File: src/design/bmc_tx_pkg.sv
// ----------------------------------------------------------------------------
// bmc_tx_pkg
// Shared types, constants and the BMC half-bit table of the frame encoder.
// ----------------------------------------------------------------------------
package bmc_tx_pkg;

  // Preamble length in line bytes at the start of every frame (1 to 64).
  localparam int unsigned PREAMBLE_BYTES = 16;
  localparam int unsigned PreCntW        = $clog2(PREAMBLE_BYTES + 1);

  // Depth of the queue between front and back.
  localparam int unsigned QUEUE_DEPTH = 2;
  localparam int unsigned QPtrW       = (QUEUE_DEPTH > 1) ? $clog2(QUEUE_DEPTH) : 1;
  localparam int unsigned QCntW       = $clog2(QUEUE_DEPTH + 1);

  localparam logic [7:0] PREAMBLE_CODE = 8'hD2;

  // End-of-packet bytes, chosen by line polarity.
  localparam logic [7:0] EOP_FIRST_POS  = 8'hB5;
  localparam logic [7:0] EOP_SECOND_POS = 8'h3F;
  localparam logic [7:0] EOP_FIRST_NEG  = 8'h4A;
  localparam logic [7:0] EOP_SECOND_NEG = 8'hCF;

  // One classified frame byte.
  typedef struct packed {
    logic [7:0] data;
    logic       last;   // final byte of the frame
    logic       start;  // first byte of the frame, preamble goes first
  } item_t;

  function automatic logic [7:0] half_bit(input logic [3:0] nib);
    logic [7:0] code;
    unique case (nib)
      4'h0: code = 8'hCC;
      4'h1: code = 8'hCD;
      4'h2: code = 8'hCB;
      4'h3: code = 8'hCA;
      4'h4: code = 8'hD3;
      4'h5: code = 8'hD2;
      4'h6: code = 8'hD4;
      4'h7: code = 8'hD5;
      4'h8: code = 8'hB3;
      4'h9: code = 8'hB2;
      4'hA: code = 8'hB4;
      4'hB: code = 8'hB5;
      4'hC: code = 8'hAC;
      4'hD: code = 8'hAD;
      4'hE: code = 8'hAB;
      4'hF: code = 8'hAA;
      default: code = 8'hCC;
    endcase
    return code;
  endfunction

endpackage

File: src/design/bmc_tx_front.sv
// ----------------------------------------------------------------------------
// bmc_tx_front
// Accepts frame bytes and tags the first byte of each frame.
// ----------------------------------------------------------------------------
module bmc_tx_front (
  input  logic             clk_i,
  input  logic             rst_ni,
  input  logic             push,
  output logic             full,
  input  logic [7:0]       data_byte_i,
  input  logic             frame_last_i,
  input  logic             q_full_i,
  output logic             q_push_o,
  output bmc_tx_pkg::item_t q_item_o
);
  import bmc_tx_pkg::*;

  logic in_frame_q, in_frame_d;

  assign full     = q_full_i;
  assign q_push_o = push && !q_full_i;

  assign q_item_o.data  = data_byte_i;
  assign q_item_o.last  = frame_last_i;
  assign q_item_o.start = !in_frame_q;

  always_comb begin
    in_frame_d = in_frame_q;
    if (q_push_o) begin
      in_frame_d = !frame_last_i;
    end
  end

  always_ff @(posedge clk_i or negedge rst_ni) begin
    if (!rst_ni) begin
      in_frame_q <= 1'b0;
    end else begin
      in_frame_q <= in_frame_d;
    end
  end

endmodule

File: src/design/bmc_tx_queue.sv
// ----------------------------------------------------------------------------
// bmc_tx_queue
// Short queue of classified items between front and back.
// ----------------------------------------------------------------------------
module bmc_tx_queue (
  input  logic              clk_i,
  input  logic              rst_ni,
  input  logic              push_i,
  input  bmc_tx_pkg::item_t item_i,
  output logic              full_o,
  input  logic              pop_i,
  output bmc_tx_pkg::item_t head_o,
  output logic              empty_o
);
  import bmc_tx_pkg::*;

  item_t            slot_q [QUEUE_DEPTH];
  logic [QPtrW-1:0] wr_ptr_q, wr_ptr_d;
  logic [QPtrW-1:0] rd_ptr_q, rd_ptr_d;
  logic [QCntW-1:0] cnt_q, cnt_d;

  assign full_o  = (cnt_q == QCntW'(QUEUE_DEPTH));
  assign empty_o = (cnt_q == '0);
  assign head_o  = slot_q[rd_ptr_q];

  always_comb begin
    wr_ptr_d = wr_ptr_q;
    rd_ptr_d = rd_ptr_q;
    cnt_d    = cnt_q;
    if (push_i) begin
      wr_ptr_d = (wr_ptr_q == QPtrW'(QUEUE_DEPTH - 1)) ? '0 : wr_ptr_q + 1'b1;
    end
    if (pop_i) begin
      rd_ptr_d = (rd_ptr_q == QPtrW'(QUEUE_DEPTH - 1)) ? '0 : rd_ptr_q + 1'b1;
    end
    if (push_i && !pop_i) begin
      cnt_d = cnt_q + 1'b1;
    end else if (pop_i && !push_i) begin
      cnt_d = cnt_q - 1'b1;
    end
  end

  always_ff @(posedge clk_i or negedge rst_ni) begin
    if (!rst_ni) begin
      wr_ptr_q <= '0;
      rd_ptr_q <= '0;
      cnt_q    <= '0;
    end else begin
      wr_ptr_q <= wr_ptr_d;
      rd_ptr_q <= rd_ptr_d;
      cnt_q    <= cnt_d;
    end
  end

  always_ff @(posedge clk_i) begin
    if (push_i) begin
      slot_q[wr_ptr_q] <= item_i;
    end
  end

  a_no_overflow: assert property (@(posedge clk_i) disable iff (!rst_ni)
    push_i |-> (!full_o || pop_i))
    else $error("queue push while full");

  a_no_underflow: assert property (@(posedge clk_i) disable iff (!rst_ni)
    pop_i |-> !empty_o)
    else $error("queue pop while empty");

  a_cnt_bound: assert property (@(posedge clk_i) disable iff (!rst_ni)
    cnt_q <= QCntW'(QUEUE_DEPTH))
    else $error("queue count beyond depth");

endmodule

File: src/design/bmc_tx_back.sv
// ----------------------------------------------------------------------------
// bmc_tx_back
// Sequences preamble, BMC payload and EOP bytes into the result register.
// ----------------------------------------------------------------------------
module bmc_tx_back (
  input  logic              clk_i,
  input  logic              rst_ni,
  input  logic              cfg_we_i,
  input  logic              cfg_wdata_i,
  input  bmc_tx_pkg::item_t q_head_i,
  input  logic              q_empty_i,
  output logic              q_pop_o,
  output logic              empty,
  input  logic              pop,
  output logic [7:0]        line_byte_o,
  output logic              run_last_o,
  output logic              frame_done_o
);
  import bmc_tx_pkg::*;

  typedef enum logic [2:0] {
    PH_IDLE,
    PH_PRE,
    PH_HI,
    PH_LO,
    PH_EOP1,
    PH_EOP2
  } phase_e;

  phase_e             phase_q, phase_d;
  item_t              cur_q, cur_d;
  logic [PreCntW-1:0] pre_cnt_q, pre_cnt_d;
  logic               pol_q, pol_d;
  logic               line_invert_q, line_invert_d;
  logic               out_valid_q, out_valid_d;
  logic [7:0]         out_byte_q, out_byte_d;
  logic               out_last_q, out_last_d;
  logic               out_done_q, out_done_d;

  logic       adv;
  logic       finish;
  logic       load;
  logic       emit_vld;
  logic [7:0] emit_byte;
  logic       emit_last;
  logic       emit_done;
  logic [3:0] nib;
  logic [7:0] tbl;
  logic [7:0] tbl_pol;

  // Result register frees up when empty or being taken.
  assign adv = !out_valid_q || pop;

  assign nib     = (phase_q == PH_HI) ? cur_q.data[7:4] : cur_q.data[3:0];
  assign tbl     = half_bit(nib);
  assign tbl_pol = pol_q ? tbl : ~tbl;

  always_comb begin
    phase_d   = phase_q;
    pre_cnt_d = pre_cnt_q;
    pol_d     = pol_q;
    emit_vld  = 1'b0;
    emit_byte = '0;
    emit_last = 1'b0;
    emit_done = 1'b0;
    finish    = 1'b0;

    unique case (phase_q)
      PH_IDLE: begin
      end
      PH_PRE: begin
        emit_vld  = 1'b1;
        emit_byte = PREAMBLE_CODE;
        if (adv) begin
          if (pre_cnt_q == PreCntW'(PREAMBLE_BYTES - 1)) begin
            phase_d = PH_HI;
          end else begin
            pre_cnt_d = pre_cnt_q + 1'b1;
          end
        end
      end
      PH_HI: begin
        emit_vld  = 1'b1;
        emit_byte = tbl_pol;
        if (adv) begin
          pol_d   = pol_q ^ tbl[0];
          phase_d = PH_LO;
        end
      end
      PH_LO: begin
        emit_vld  = 1'b1;
        emit_byte = tbl_pol;
        emit_last = !cur_q.last;
        if (adv) begin
          pol_d = pol_q ^ tbl[0];
          if (cur_q.last) begin
            phase_d = PH_EOP1;
          end else begin
            finish = 1'b1;
          end
        end
      end
      PH_EOP1: begin
        emit_vld  = 1'b1;
        emit_byte = pol_q ? EOP_FIRST_POS : EOP_FIRST_NEG;
        if (adv) begin
          phase_d = PH_EOP2;
        end
      end
      PH_EOP2: begin
        emit_vld  = 1'b1;
        emit_byte = pol_q ? EOP_SECOND_POS : EOP_SECOND_NEG;
        emit_last = 1'b1;
        emit_done = 1'b1;
        if (adv) begin
          finish = 1'b1;
        end
      end
      default: begin
        phase_d = PH_IDLE;
      end
    endcase

    // Pick up the next item while idle or in the cycle that emits the current item's last byte.
    load = !q_empty_i && ((phase_q == PH_IDLE) || finish);

    if (finish) begin
      phase_d = PH_IDLE;
    end
    cur_d = cur_q;
    if (load) begin
      cur_d     = q_head_i;
      pre_cnt_d = '0;
      phase_d   = q_head_i.start ? PH_PRE : PH_HI;
      if (q_head_i.start) begin
        pol_d = 1'b1;
      end
    end
  end

  assign q_pop_o = load;

  always_comb begin
    out_valid_d = out_valid_q;
    out_byte_d  = out_byte_q;
    out_last_d  = out_last_q;
    out_done_d  = out_done_q;
    if (adv) begin
      out_valid_d = emit_vld;
      out_byte_d  = line_invert_q ? emit_byte : ~emit_byte;
      out_last_d  = emit_last;
      out_done_d  = emit_done;
    end
    line_invert_d = cfg_we_i ? cfg_wdata_i : line_invert_q;
  end

  always_ff @(posedge clk_i or negedge rst_ni) begin
    if (!rst_ni) begin
      phase_q       <= PH_IDLE;
      cur_q         <= '0;
      pre_cnt_q     <= '0;
      pol_q         <= 1'b1;
      line_invert_q <= 1'b1;
      out_valid_q   <= 1'b0;
      out_byte_q    <= '0;
      out_last_q    <= 1'b0;
      out_done_q    <= 1'b0;
    end else begin
      phase_q       <= phase_d;
      cur_q         <= cur_d;
      pre_cnt_q     <= pre_cnt_d;
      pol_q         <= pol_d;
      line_invert_q <= line_invert_d;
      out_valid_q   <= out_valid_d;
      out_byte_q    <= out_byte_d;
      out_last_q    <= out_last_d;
      out_done_q    <= out_done_d;
    end
  end

  assign empty        = !out_valid_q;
  assign line_byte_o  = out_byte_q;
  assign run_last_o   = out_last_q;
  assign frame_done_o = out_done_q;

  a_done_is_last: assert property (@(posedge clk_i) disable iff (!rst_ni)
    (out_valid_q && out_done_q) |-> out_last_q)
    else $error("frame end without item end");

  a_pre_cnt_range: assert property (@(posedge clk_i) disable iff (!rst_ni)
    (phase_q == PH_PRE) |-> (pre_cnt_q < PreCntW'(PREAMBLE_BYTES)))
    else $error("preamble count out of range");

  a_start_pol: assert property (@(posedge clk_i) disable iff (!rst_ni)
    (load && q_head_i.start) |=> pol_q)
    else $error("polarity not set at frame start");

  // A busy sequencer holds while the result waits; an idle one may load the next item.
  a_stall_hold: assert property (@(posedge clk_i) disable iff (!rst_ni)
    (out_valid_q && !pop && (phase_q != PH_IDLE))
      |=> ($stable(out_byte_q) && out_valid_q && $stable(phase_q)))
    else $error("sequencer moved while result stalled");

endmodule

File: src/design/bmc_frame_transmit_encoder.sv
// Path: an accepted item passes the queue slot and the back's item register, then its
// first line byte enters the result register. Throughput: one line byte per cycle while
// pop takes the result, set by the back sequencer; a mid-frame item gives two line bytes
// (high and low nibble), a frame's first item PREAMBLE_BYTES more, its last two for EOP.
// Reset: idle between frames, polarity 1, line_invert 1, queue and result register empty.
// ----------------------------------------------------------------------------
// bmc_frame_transmit_encoder
// BMC line encoder for frame bytes with preamble and EOP generation.
// ----------------------------------------------------------------------------
module bmc_frame_transmit_encoder (
  input  logic       clk_i,
  input  logic       rst_ni,
  input  logic       cfg_we_i,
  input  logic       cfg_wdata_i,
  input  logic       push,
  output logic       full,
  input  logic [7:0] data_byte_i,
  input  logic       frame_last_i,
  output logic       empty,
  input  logic       pop,
  output logic [7:0] line_byte_o,
  output logic       run_last_o,
  output logic       frame_done_o
);
  import bmc_tx_pkg::*;

  logic  q_push;
  logic  q_full;
  logic  q_pop;
  logic  q_empty;
  item_t q_item;
  item_t q_head;

  bmc_tx_front u_front (
    .clk_i        (clk_i),
    .rst_ni       (rst_ni),
    .push         (push),
    .full         (full),
    .data_byte_i  (data_byte_i),
    .frame_last_i (frame_last_i),
    .q_full_i     (q_full),
    .q_push_o     (q_push),
    .q_item_o     (q_item)
  );

  bmc_tx_queue u_queue (
    .clk_i   (clk_i),
    .rst_ni  (rst_ni),
    .push_i  (q_push),
    .item_i  (q_item),
    .full_o  (q_full),
    .pop_i   (q_pop),
    .head_o  (q_head),
    .empty_o (q_empty)
  );

  bmc_tx_back u_back (
    .clk_i        (clk_i),
    .rst_ni       (rst_ni),
    .cfg_we_i     (cfg_we_i),
    .cfg_wdata_i  (cfg_wdata_i),
    .q_head_i     (q_head),
    .q_empty_i    (q_empty),
    .q_pop_o      (q_pop),
    .empty        (empty),
    .pop          (pop),
    .line_byte_o  (line_byte_o),
    .run_last_o   (run_last_o),
    .frame_done_o (frame_done_o)
  );

endmodule

File: config.mk
export PLATFORM = sky130hd
export DESIGN_NAME = bmc_frame_transmit_encoder
export DESIGN_NICKNAME = d
export VERILOG_FILES = /design/src/design/bmc_tx_pkg.sv /design/src/design/bmc_tx_front.sv /design/src/design/bmc_tx_queue.sv /design/src/design/bmc_tx_back.sv /design/src/design/bmc_frame_transmit_encoder.sv
export SDC_FILE = /design/constraint.sdc
export NUM_CORES = 1
export LEC_CHECK = 0
export BUFFER_PORTS_ARGS = -buffer_cell sky130_fd_sc_hd__buf_2
export CAP_MARGIN = 30
export CORE_AREA = 8 8 100 102
export DETAILED_ROUTE_END_ITERATION = 10
export DIE_AREA = 0 0 108 110
export SYNTH_ARGS = -nofsm -noshare
export SYNTH_HDL_FRONTEND = slang
export SYNTH_HIERARCHICAL = 1
export SYNTH_SLANG_ARGS = --single-unit
export TNS_END_PERCENT = 100
File: constraint.sdc
create_clock -name clk_i -period 2.46 [get_ports clk_i]
set_input_delay 0.492 -clock clk_i [delete_from_list [all_inputs] [get_ports clk_i]]
set_output_delay 0.492 -clock clk_i [all_outputs]
set_load 0.01 [all_outputs]
# Word-level counts from Yosys, hierarchy flattened
# Memories as Yosys holds them, arrays and structs flattened.
# Cells that the tools add are included.
op_classes:
  n_addsub: 5
  n_eq_ne: 15
  n_mux: 37
  bitwise: 3
  n_reduce_logical: 24
op_table:
  columns: ["op", "n"]
  rows:
  - ["$mux W8", 4]
  - ["$pmux W8 S4", 1]
  - ["$mux W3", 8]
  - ["$ne A4 B2 Y1 const B", 6]
  - ["$mux W5", 4]
  - ["$not A8 Y8", 2]
  - ["$pmux W3 S5", 1]
  - ["$mux W1", 13]
  - ["$logic_not A1 Y1", 8]
  - ["$reduce_and A7 Y1", 1]
  - ["$eq A3 B2 Y1 const B", 2]
  - ["$eq A3 B3 Y1 const B", 2]
  - ["$mux W2", 3]
  - ["$reduce_bool A2 Y1", 3]
  - ["$add A5 B1 Y5 const B", 1]
  - ["$eq A5 B4 Y1 const B", 1]
  - ["$reduce_or A5 Y1", 1]
  - ["$logic_and A1 B1 Y1", 4]
  - ["$mux W4", 1]
  - ["$pmux W1 S2", 2]
  - ["$reduce_or A2 Y1", 2]
  - ["$eq A3 B1 Y1 const B", 1]
  - ["$logic_not A3 Y1", 1]
  - ["$ne A3 B1 Y1 const B", 1]
  - ["9 further kinds", 11]
totals:
  register_bits: 35
  ram_bits: 20
  mem_bits_ro: 112
  output_inout_bits: 12
  n_memories: 2
memory_table:
  columns: ["name", "words", "word_bits", "read_ports", "rd_clocked_by_memory_dff", "write_ports", "line", "rtl"]
  rows:
  - ["(no name shown)", 16, 7, 1, 0, 0, "bmc_tx_pkg.sv:33", "unique case (nib)"]
  - ["u_queue.slot_q", 2, 10, 1, 0, 1, "bmc_tx_queue.sv:17", "item_t slot_q [QUEUE_DEPTH];"]

# Logic depth before layout (Yosys ltp)
# Gate-level depths: netlist of run 1.
depth:
  ltp_word: 9
  depth_mapped: 10
  ltp_nobuf: 8

# By module
# The synthesis of run 1 kept the hierarchy.
by_module_without_submodules:
  columns: ["module", "n_inst", "cells_per_inst", "area_per_inst_um2"]
  rows:
  - ["bmc_tx_back", 1, 187, 1806.7]
  - ["bmc_tx_queue", 1, 47, 947.2]
  - ["bmc_tx_front", 1, 14, 127.6]

# Worst setup path after synthesis of run 1
# Ideal clock, no wire load.
synth_path:
  path_type: "in2reg"
  from: "input pop"
  to: "register u_queue.cnt_q[1]"
  setup_ps: 79
  t_arrival_ps: 2163
  slack_ps: 217
  path_stages: 10
  cell_sequence: "nand2b_1 clkbuf_1 o211ai_1 a21oi_2 buf_2 inv_1 ha_1 xor2_1 nor2_1 xor2_1"
synth_via:
  elab_chain_len: 8
synth_rtl:
  columns: ["element", "line", "rtl"]
  rows:
  - ["from (decl)", "bmc_frame_transmit_encoder.sv:20", "input logic pop,"]
  - ["$logic_or A1 B1 Y1 *", "bmc_tx_back.sv:52", "assign adv = !out_valid_q || pop;"]
  - ["$mux W1 (on tied branches)", "bmc_tx_back.sv:115, bmc_tx_back.sv:94", null]
  - ["$pmux W1 S2 *", "bmc_tx_back.sv:68", "unique case (phase_q)"]
  - ["$logic_or A1 B1 Y1 *", "bmc_tx_back.sv:125", "load = !q_empty_i && ((phase_q == PH_IDLE) || finish);"]
  - ["$logic_and A1 B1 Y1 *", "bmc_tx_back.sv:125", null]
  - ["net q_pop", "bmc_frame_transmit_encoder.sv:29", "logic q_pop;"]
  - ["$logic_not A1 Y1", "bmc_tx_queue.sv:36", "if (push_i && !pop_i) begin"]
  - ["$logic_and A1 B1 Y1", "bmc_tx_queue.sv:36", null]
  - ["$mux W2 / $reduce_bool A2 Y1 (equally long branches)", null, null]
  - ["to (signal assigned)", "bmc_tx_queue.sv:51", "cnt_q <= cnt_d;"]
  - ["to (decl)", "bmc_tx_queue.sv:20", "logic [QCntW-1:0] cnt_q, cnt_d;"]
# Mark *: on every way through the listed nets, which the timed path passes. The rest lies on a longest branch.
# A chain may end at the register's enable or synchronous reset.

# Worst setup path after layout of run 1
layout_path:
  from: "register u_back.pol_q"
  to: "register u_back.out_byte_q[0] (netlist: u_back/line_byte_o[0])"
layout_via:
  elab_chain_len: 4
layout_rtl:
  columns: ["element", "line", "rtl"]
  rows:
  - ["from (decl)", "bmc_tx_back.sv:33", "logic pol_q, pol_d;"]
  - ["from (signal assigned)", "bmc_tx_back.sv:172", "pol_q <= pol_d;"]
  - ["$mux W8 (on tied branches)", "bmc_tx_back.sv:105, bmc_tx_back.sv:56", null]
  - ["$pmux W8 S4 *", "bmc_tx_back.sv:68", null]
  - ["$not A8 Y8", "bmc_tx_back.sv:150", "out_byte_d = line_invert_q ? emit_byte : ~emit_byte;"]
  - ["$mux W8 *", "bmc_tx_back.sv:150", null]
  - ["to (signal assigned)", "bmc_tx_back.sv:175", "out_byte_q <= out_byte_d;"]
  - ["to (decl)", "bmc_tx_back.sv:36", "logic [7:0] out_byte_q, out_byte_d;"]
# Every way passes the cells marked *; elsewhere a longest branch is shown, timed or not.

==> results.json, run 1 <==
{
  "cts_tree": "yes",
  "grt_usage_pct": 9.23,
  "maxSlewViolCount": 0,
  "drive_gt1_share_pct": 27.2,
  "detail-route-antenna-nets": 0,
  "boundaryPins": 27,
  "fin_crit_ps": 2110,
  "crit_required_ps": 2660,
  "drt_wl_total_um": 5160,
  "fill_cells": 820,
  "synth_seq_area_share_pct": 51.3,
  "cts_max_path_buffers": 2,
  "multi_input_area_um2": 1240,
  "layout_commonest_cell": "dfrtp_1",
  "wl_met3_um": 261,
  "dpl.cell_count": 368,
  "final_cells": 376,
  "synth_top_cell_area_share_pct": 28.7,
  "cts_buffers": 5,
  "yosysUniqueCellTypes": 51,
  "synth_top_cell_by_area": "dfrtp_1",
  "highest_layer": "met4",
  "crit_fanout": 14,
  "crit_type": "reg2reg",
  "synth-edff-count": 20,
  "grt_max_degree": 36,
  "grt_pass1_wl_um": 8750,
  "vias": 1784,
  "powerDensity_nw_per_um2": 1450,
  "synth_ff_type": "dfrtp_1",
  "antenna_found_initial": 0,
  "arrival_ps": 2310,
  "end_kind": "register",
  "clock.fmax_mhz": 474,
  "clk_pin_slew_ps": 110,
  "grt_pass1_vias": 1810,
  "htree_levels": 2,
  "postCtsSetupRepairBufs": 0,
  "layout_common_cells": "33 x dfrtp_1, 26 x buf_2, 23 x nor2_1",
  "clockRootBuffer": "clkbuf_8",
  "ff_latch_area_um2": 1480,
  "cap_violations": 0,
  "dieArea_um2": 11900,
  "drc": 0,
  "drt_iter0_markers": 100,
  "die_y_um": 110,
  "cts-resized-gates": 0,
  "p_leak_nw": 1.36,
  "port_buffers": 26,
  "hold_class": "in2async",
  "syn_to_final_growth_pct": 10.6,
  "hold_violations": 0,
  "gp_congestion": 0.812,
  "num_rows": 34,
  "wl_met2_um": 2340,
  "start_util_pct": 34.0,
  "syn_inst": 248,
  "wl_per_cell_um": 13.7,
  "setup_viol": 0,
  "synth.area.top_cells": "dfrtp_1 29%, edfxtp_1 21%, mux2_4 4.7%, mux2_2 4.7%, xnor2_1 3.3%",
  "async_reset_ff_share_pct": 63.6,
  "finalCritPeriodShare_pct": 85.8,
  "wl_met1_um": 2520,
  "rsz0062_at_grt": "false",
  "ff2ff_setup_slack_ps": 350,
  "maxSlewHeadroom_pct": 47.6,
  "detail_route.first_pass.iterations": 4,
  "setup_tns_ps": 0,
  "yosysWarnings": 6,
  "fin_nets": 285,
  "ctsHoldBuffers": 0,
  "dp.final_hpwl_um": 3670,
  "vdd_drop_max_v": 0.000492,
  "viasPerCell": 4.74,
  "tightest_slew_ps": 786,
  "die_w_um": 108,
  "cts.sinks": 55,
  "final_util_pct": 37.6,
  "synth_nets": 266,
  "clk_latency_ps": 310,
  "syn_area_per_cell_um2": 11.6,
  "r2r_cells": 5,
  "antenna_cells": 0,
  "yosys_register_bits": 55,
  "start_kind": "register",
  "status": "finished, final reports clean",
  "clock_skew_ps": 6.95,
  "synth.cell_area_um2": 2880,
  "grt-ovfl-total": 0,
  "coreArea_um2": 8470
}
[layer usage]
metal  GRT usage, %  vias to the layer above
met5              0                        -
met4           2.78                        0
met3           2.62                        7
met2           14.5                       37
met1           12.1                      832
li1               -                      908
[critical path, cell delays in order (launching register included)]
cell	delay, ps
dfstp_2	680
xnor3_1	530
xor3_1	270
a221oi_2	280
xnor2_1	150
a21oi_1	80
[path summary, 6_finish.rpt]
path / from / to
max: u_back/pol_q / u_back/line_byte_o[0]
min: rst_ni / u_front/in_frame_q
max reg2reg: u_back/pol_q / u_back/line_byte_o[0]
min reg2reg: u_back/run_last_o / u_back/run_last_o
max in group asynchronous: rst_ni / u_back/cur_q[5]
min in group clk_i: data_byte_i[2] / u_queue/slot_q[1][4]
[where the power goes]
| part | leakage, nW | internal, mW | switching (mW) |
|---|---|---|---|
| Combinational | 0.704 | 1.27 | 1.19 |
| Clock | 0.0522 | 0.217 | 0.328 |
| Sequential | 0.605 | 1.32 | 0.284 |
[registers in the layout (all words and copies together), names as in the netlist]
register / cells
u_back/cur_q: 9
u_front/in_frame_q: 1
u_back/frame_done_o: 1
u_back/out_valid_q: 1
u_queue/rd_ptr_q: 1
u_back/run_last_o: 1
u_back/line_invert_q: 1
u_back/pre_cnt_q: 5
u_back/phase_q: 3
u_back/pol_q: 1
u_queue/cnt_q: 2
u_queue/wr_ptr_q: 1
u_queue/slot_q: 20
u_back/line_byte_o: 8
[cell usage after synthesis (2+ instances only)]
cell	n
xnor3_1	2
xor2_1	9
inv_1	5
ha_1	3
mux2_2	12
o21bai_1	3
buf_4	10
mux2_4	9
o22ai_1	4
buf_2	3
and2_1	2
or3_1	2
dfstp_2	2
o31ai_1	2
nor3_1	4
o21ai_0	9
dfrtp_1	33
mux2i_1	7
nand2_1	9
nand4_1	2
clkbuf_1	10
and3_1	3
edfxtp_1	20
nand2b_1	3
xnor2_1	11
nand3_1	4
or4_1	2
nor2_1	23
a21oi_1	12
nor2b_1	7
[through the flow]
stage                     cell area (um2)  setup slack (ps)  hold slack, ps  total power [mW]
after floorplan                      2880               217             196              3.57
after global placement               3090               460             461              4.06
after detailed placement             3090               385             463              4.10
after CTS                            3190               355             287              4.67
after global routing                 3190               231             316              5.02
final                                3190               350             252              4.61
[logic make-up (layout without fill, tap and decap cells)]
group           count (synthesis)  count (layout)  share of synthesized area (%)
buf+inv                        30              50                           5.60
flops                          55              55                           51.3
mux                            28              28                           11.8
xor+xnor                       23              23                           8.47
fa+ha+maj                       3               3                           1.30
compound gates                 43              43                           9.81
simple gates                   66              66                           11.7
[area by class of cell]
type | count | area share (%)
multi-input combinational | 163 | 38.9
clock inverter | 3 | 0.982
tap | 108 | 4.24
sequential | 55 | 46.4
clock buffer | 5 | 2.16
timing repair buffer | 37 | 6.67
inverter | 5 | 0.589
(Power assumes the default switching activity.)
==> run 2, diff against run 1 <==
Settings changed: CORE_AREA 8 8 100 102 to 8 8 97 99, DIE_AREA 0 0 108 110 to 0 0 105 107, SYNTH_HIERARCHICAL 1 to unset.
==> results.json, run 2 <==
{
  "status": "finished, final reports clean",
  "pwr-share-clk_pct": 11.9,
  "syn_area_per_cell_um2": 11.4,
  "grt-ovfl-total": 0,
  "num_rows": 33,
  "cts_tree": "yes",
  "async_reset_ff_share_pct": 63.6,
  "boundaryPins": 27,
  "vias": 1714,
  "grt_max_degree": 36,
  "largest_register": "u_queue.slot_q",
  "port_buffers": 26,
  "crit_fanout": 12,
  "hold_violations": 0,
  "die_y_um": 107,
  "vdd_drop_max_v": 0.000531,
  "grt_pass1_wl_um": 8320,
  "drive_gt1_share_pct": 17.6,
  "maxSlewHeadroom_pct": 48.1,
  "clock_skew_ps": 12.7,
  "dp.final_hpwl_um": 3390,
  "path_delay_family": "XOR/XNOR gates",
  "clk_latency_ps": 310,
  "cts_max_path_buffers": 2,
  "detail-route-antenna-nets": 0,
  "layout_common_cells": "33 x dfrtp_1, 26 x buf_2, 25 x nand2_1",
  "slowest_stage": "dfstp_2",
  "yosysUniqueCellTypes": 44,
  "synth_ff_type": "dfrtp_1",
  "r2r_start": "u_back.pol_q",
  "htree_levels": 2,
  "powerDensity_nw_per_um2": 1410,
  "synth_common_cells": "33 x dfrtp_1, 25 x nand2_1, 20 x edfxtp_1",
  "end_kind": "register",
  "setup_viol": 0,
  "yosys_register_bits": 55,
  "path_buf_inv": 0,
  "arrival_ps": 2260,
  "seqPwrFrac_pct": 38.2,
  "crit_start": "u_back.pol_q",
  "tightest_slew_ps": 778,
  "wl_per_cell_um": 12.8,
  "drt_wl_total_um": 4690,
  "hold_class": "in2async",
  "finalCritPeriodShare_pct": 84.5,
  "largest_reg_flops": 20,
  "setup_tns_ps": 0,
  "crit_required_ps": 2640,
  "coreArea_um2": 7930,
  "fin_nets": 278,
  "fill_cells": 828,
  "intPower_mw": 2.56,
  "clockRootBuffer": "clkbuf_8",
  "final_util_pct": 37.9,
  "antenna_cells": 0,
  "start_util_pct": 33.6,
  "slowest_delay_ps": 670,
  "drc": 0,
  "switching_share_pct": 39.2,
  "synth.cell_area_um2": 2660,
  "die_w_um": 105,
  "synth-edff-count": 20,
  "clk_pin_slew_ps": 110,
  "syn_inst": 234,
  "synth_top_cell_by_area": "dfrtp_1",
  "syn_to_final_growth_pct": 12.9,
  "antenna_found_initial": 0,
  "dieArea_um2": 11200,
  "fin_crit_ps": 2080,
  "synth.area.top_cells": "dfrtp_1 31%, edfxtp_1 23%, mux2i_1 5.3%, nand2_1 3.5%, o21ai_0 3.4%",
  "crit_type": "reg2reg",
  "ctsHoldBuffers": 0,
  "comb_power_share_pct": 49.9,
  "postCtsSetupRepairBufs": 0,
  "cts.sinks": 55,
  "clock.fmax_mhz": 481,
  "gp_congestion": 0.769,
  "cts-resized-gates": 0,
  "grt_pass1_vias": 1837,
  "cap_violations": 0,
  "yosysWarnings": 0,
  "synth_nets": 252,
  "power_mw": 4.22,
  "synth_seq_area_share_pct": 55.6,
  "cts_buffers": 5,
  "synth_top_cell_area_share_pct": 31.0,
  "maxSlewViolCount": 0,
  "worstPathCellList": "xor3_1 > xnor2_1 > a211oi_1 > a221oi_1 > o311ai_1",
  "yosysMostFrequentCell": "dfrtp_1",
  "viasPerCell": 4.68,
  "layout_commonest_cell": "dfrtp_1",
  "rsz0062_at_grt": "false",
  "p_leak_nw": 1.33,
  "netSwitchingPower_mw": 1.66,
  "grt_usage_pct": 8.90,
  "drt_iter0_markers": 97,
  "start_kind": "register",
  "detail_route.first_pass.iterations": 4
}
[run 2: changes by cell type after synthesis, moves of 4 or more]
cell | previous run | this run
nor2_1 | 23 | 17
clkbuf_1 | 10 | 6
mux2i_1 | 7 | 14
buf_4 | 10 | 0
o21ai_0 | 9 | 18
mux2_2 | 12 | 2
nand2_1 | 9 | 25
o22ai_1 | 4 | 0
mux2_4 | 9 | 0
nor2b_1 | 7 | 3
[run 2: cells by family (layout without fill, tap and decap cells)]
kind of cell | after synthesis | count (layout) | synth area share (%)
AOI/OAI and AO/OA | 48 | 48 | 11.9
xor gates and xnor gates | 23 | 23 | 9.78
adders and majority gates | 3 | 3 | 1.41
buffers and inverters | 22 | 49 | 3.39
DFF | 55 | 55 | 55.6
muxes | 16 | 16 | 6.11
and+or+nand+nor | 67 | 67 | 11.9
[run 2: power groups by stage]
stage | registers, mW | logic [mW] | clock network [mW]
floorplan | 1.55 | 1.71 | 0
detailed placement | 1.63 | 2.13 | 0
global route | 1.66 | 2.40 | 0.555
CTS | 1.61 | 2.15 | 0.528
global placement | 1.62 | 2.10 | 0
finish | 1.61 | 2.11 | 0.504
[run 2: per-stage QoR]
stage          std cells  hold slack (ps)  setup slack, ps  area [um2]
6_report             366              249              381        3000
5_1_grt              366              303              234        3000
4_1_cts              366              285              375        3000
3_5_place_dp         358              453              362        2910
3_3_place_gp         358              455              426        2910
2_1_floorplan        234              196              463        2660
[run 2: final timing paths]
path	endpoint	cells past startpoint	slack [ps]
max in group asynchronous	u_back.line_byte_o[2]	1	1720
worst max register to register	u_back.line_byte_o[1]	5	380
worst min-delay path	u_back.phase_q[2]	1	250
worst min register to register	u_back.frame_done_o	2	480
min in group clk_i	u_queue.slot_q[0][7]	1	370
worst max-delay path	u_back.line_byte_o[1]	5	380
[run 2: layer usage]
layer | wire length (um) | share of wire [%] | global-route usage, % | up-vias
met5 | 0 | 0 | 0 | -
met4 | 50 | 1.1 | 2.45 | 0
met3 | 149 | 3.2 | 2.58 | 6
met2 | 2150 | 46 | 14.8 | 22
met1 | 2340 | 50 | 11.1 | 809
li1 | - | - | - | 877
[run 2: area by class of cell]
| type | instances | area, um2 | share of cell area (%) |
|---|---|---|---|
| multi-input cells | 157 | 1090 | 36.3 |
| flip-flops and latches | 55 | 1480 | 49.3 |
| clock buffers | 6 | 72.6 | 2.42 |
| clock inverters | 2 | 16.3 | 0.542 |
| repair buffers | 33 | 183 | 6.08 |
| well taps | 105 | 131 | 4.38 |
| inverters | 8 | 30.0 | 1.00 |
==> run 3, diff against run 2 <==
Clock period 2.46 ns to 1.67 ns, I/O delays scaled along.
==> results.json, run 3 (synthesis results as in run 2) <==
{
  "status": "finished with violations",
  "violations": "setup timing",
  "grt_usage_pct": 10.5,
  "clk_latency_ps": 310,
  "num_rows": 33,
  "rsz0062_at_grt": "true",
  "syn_to_final_growth_pct": 27.0,
  "dieArea_um2": 11200,
  "met3_usage_pct": 3.00,
  "worstPathCellList": "nor2b_4 > o211a_1 > o22a_1 > inv_2 > ha_4 > xor2_2 > nor2_2 > xor2_1",
  "dp.final_hpwl_um": 3940,
  "detail-route-antenna-nets": 0,
  "grt-ovfl-total": 0,
  "crit_required_ps": 1870,
  "path_buf_inv": 1,
  "final_cells": 396,
  "hold_class": "in2async",
  "htree_levels": 2,
  "path_delay_family": "flip-flops",
  "antenna_cells": 0,
  "start_util_pct": 33.6,
  "detail_route.first_pass.iterations": 4,
  "drt_iter0_markers": 58,
  "crit_fanout": 6,
  "fin_crit_ps": 1780,
  "fin_nets": 308,
  "port_buffers": 26,
  "top_usage_layer": "met2",
  "drive_gt1_share_pct": 33.7,
  "arrival_ps": 1980,
  "maxSlewViolCount": 0,
  "coreArea_um2": 7930,
  "cts_buffers": 5,
  "post_dp_cell_area_um2": 3110,
  "final_area_um2": 3380,
  "die_w_um": 105,
  "tightest_slew_ps": 458,
  "start_kind": "register",
  "final_util_pct": 42.6,
  "die_y_um": 107,
  "layout_commonest_cell": "buf_4",
  "fill_cells": 773,
  "clk_pin_slew_ps": 100,
  "clock_skew_ps": 10.8,
  "gp_congestion": 0.818,
  "dpl.cell_count": 383,
  "cts_max_path_buffers": 2,
  "use_met2_pct": 16.4,
  "post-place-ws_ps": -116,
  "fin_ws_ps": -106,
  "slowest_stage": "dfrtp_2",
  "grt_pass1_wl_um": 9630,
  "end_kind": "register",
  "hold_violations": 0,
  "cts_tree": "yes",
  "p_leak_nw": 1.52,
  "largest_register": "u_queue.slot_q",
  "wl_per_cell_um": 14.0,
  "cap_violations": 0,
  "power_mw": 7.44,
  "ctsHoldBuffers": 0,
  "vdd_drop_max_v": 0.000804,
  "viasPerCell": 4.77,
  "drt_wl_total_um": 5530,
  "met1_usage_pct": 13.5,
  "finalCritPeriodShare_pct": 106,
  "drc": 0,
  "grt_max_degree": 36,
  "setup_viol": 9,
  "crit_type": "reg2reg",
  "clockRootBuffer": "clkbuf_8",
  "slowest_delay_ps": 460,
  "grt_pass1_vias": 1962,
  "largest_reg_flops": 20,
  "clock.fmax_mhz": 563,
  "vias": 1887,
  "cts.sinks": 55,
  "maxSlewHeadroom_pct": 69.5,
  "boundaryPins": 27,
  "layout_common_cells": "33 x buf_4, 32 x dfrtp_1, 26 x buf_2",
  "antenna_found_initial": 0,
  "powerDensity_nw_per_um2": 2200
}
==> run 3: changes by cell type in the layout (fill, tap and decap cells not counted), moves of 3 or more <==
cell and change:
o21ai_1 +3, buf_4 +26, o21ai_0 -3, buf_6 +3
ha_1 -3
==> run 3: per-stage QoR <==
step / hold slack, ps / setup TNS [ps]
2_1_floorplan: 38.4 / -63.4
3_3_place_gp: 402 / -252
3_5_place_dp: 405 / -461
4_1_cts: 57.8 / -367
5_1_grt: 65.8 / -1280
6_report: 39.0 / -450
==> run 3: routing by layer <==
metal	vias up	part of all wire [%]	wire length, um
met5	-	0	0
met4	0	1.1	59
met3	5	4.3	235
met2	26	48	2660
met1	916	47	2570
li1	940	-	-
==> run 3: repair_timing <==
item	in CTS	in global routing
setup buffers	3	3
endpoints found under the setup margin	11	24
resized for setup	17	19
pin swaps	7	11
==> run 3: layout make-up <==
class	count	area, um2	area share (%)
Clock buffer	5	68.8	2.04
Inverter	8	30.0	0.889
Clock inverter	3	21.3	0.629
Timing Repair Buffer	63	432	12.8
Multi-Input combinational cell	157	1220	36.0
Tap cell	105	131	3.89
Sequential cell	55	1480	43.8
==> run 3: power breakdown <==
group          total (mW)  switching [mW]  internal [mW]
clock network       0.752           0.450          0.302
registers            2.31           0.355           1.95
logic                4.38            2.07           2.31
==> run 3: worst paths after layout <==
| path | start | endpoint | slack, ps | depth (start not counted) |
|---|---|---|---|---|
| worst max-delay path | u_back.phase_q[2] | u_queue.cnt_q[1] | -110 | 8 |
| worst min-delay path | rst_ni | u_front.in_frame_q | 40 | 2 |
| worst max register to register | u_back.phase_q[2] | u_queue.cnt_q[1] | -110 | 8 |
| worst min register to register | u_back.frame_done_o | u_back.frame_done_o | 480 | 2 |
| max in group asynchronous | rst_ni | u_back.line_invert_q | 1280 | 2 |
| min in group clk_i | data_byte_i[5] | u_queue.slot_q[1][7] | 210 | 1 |
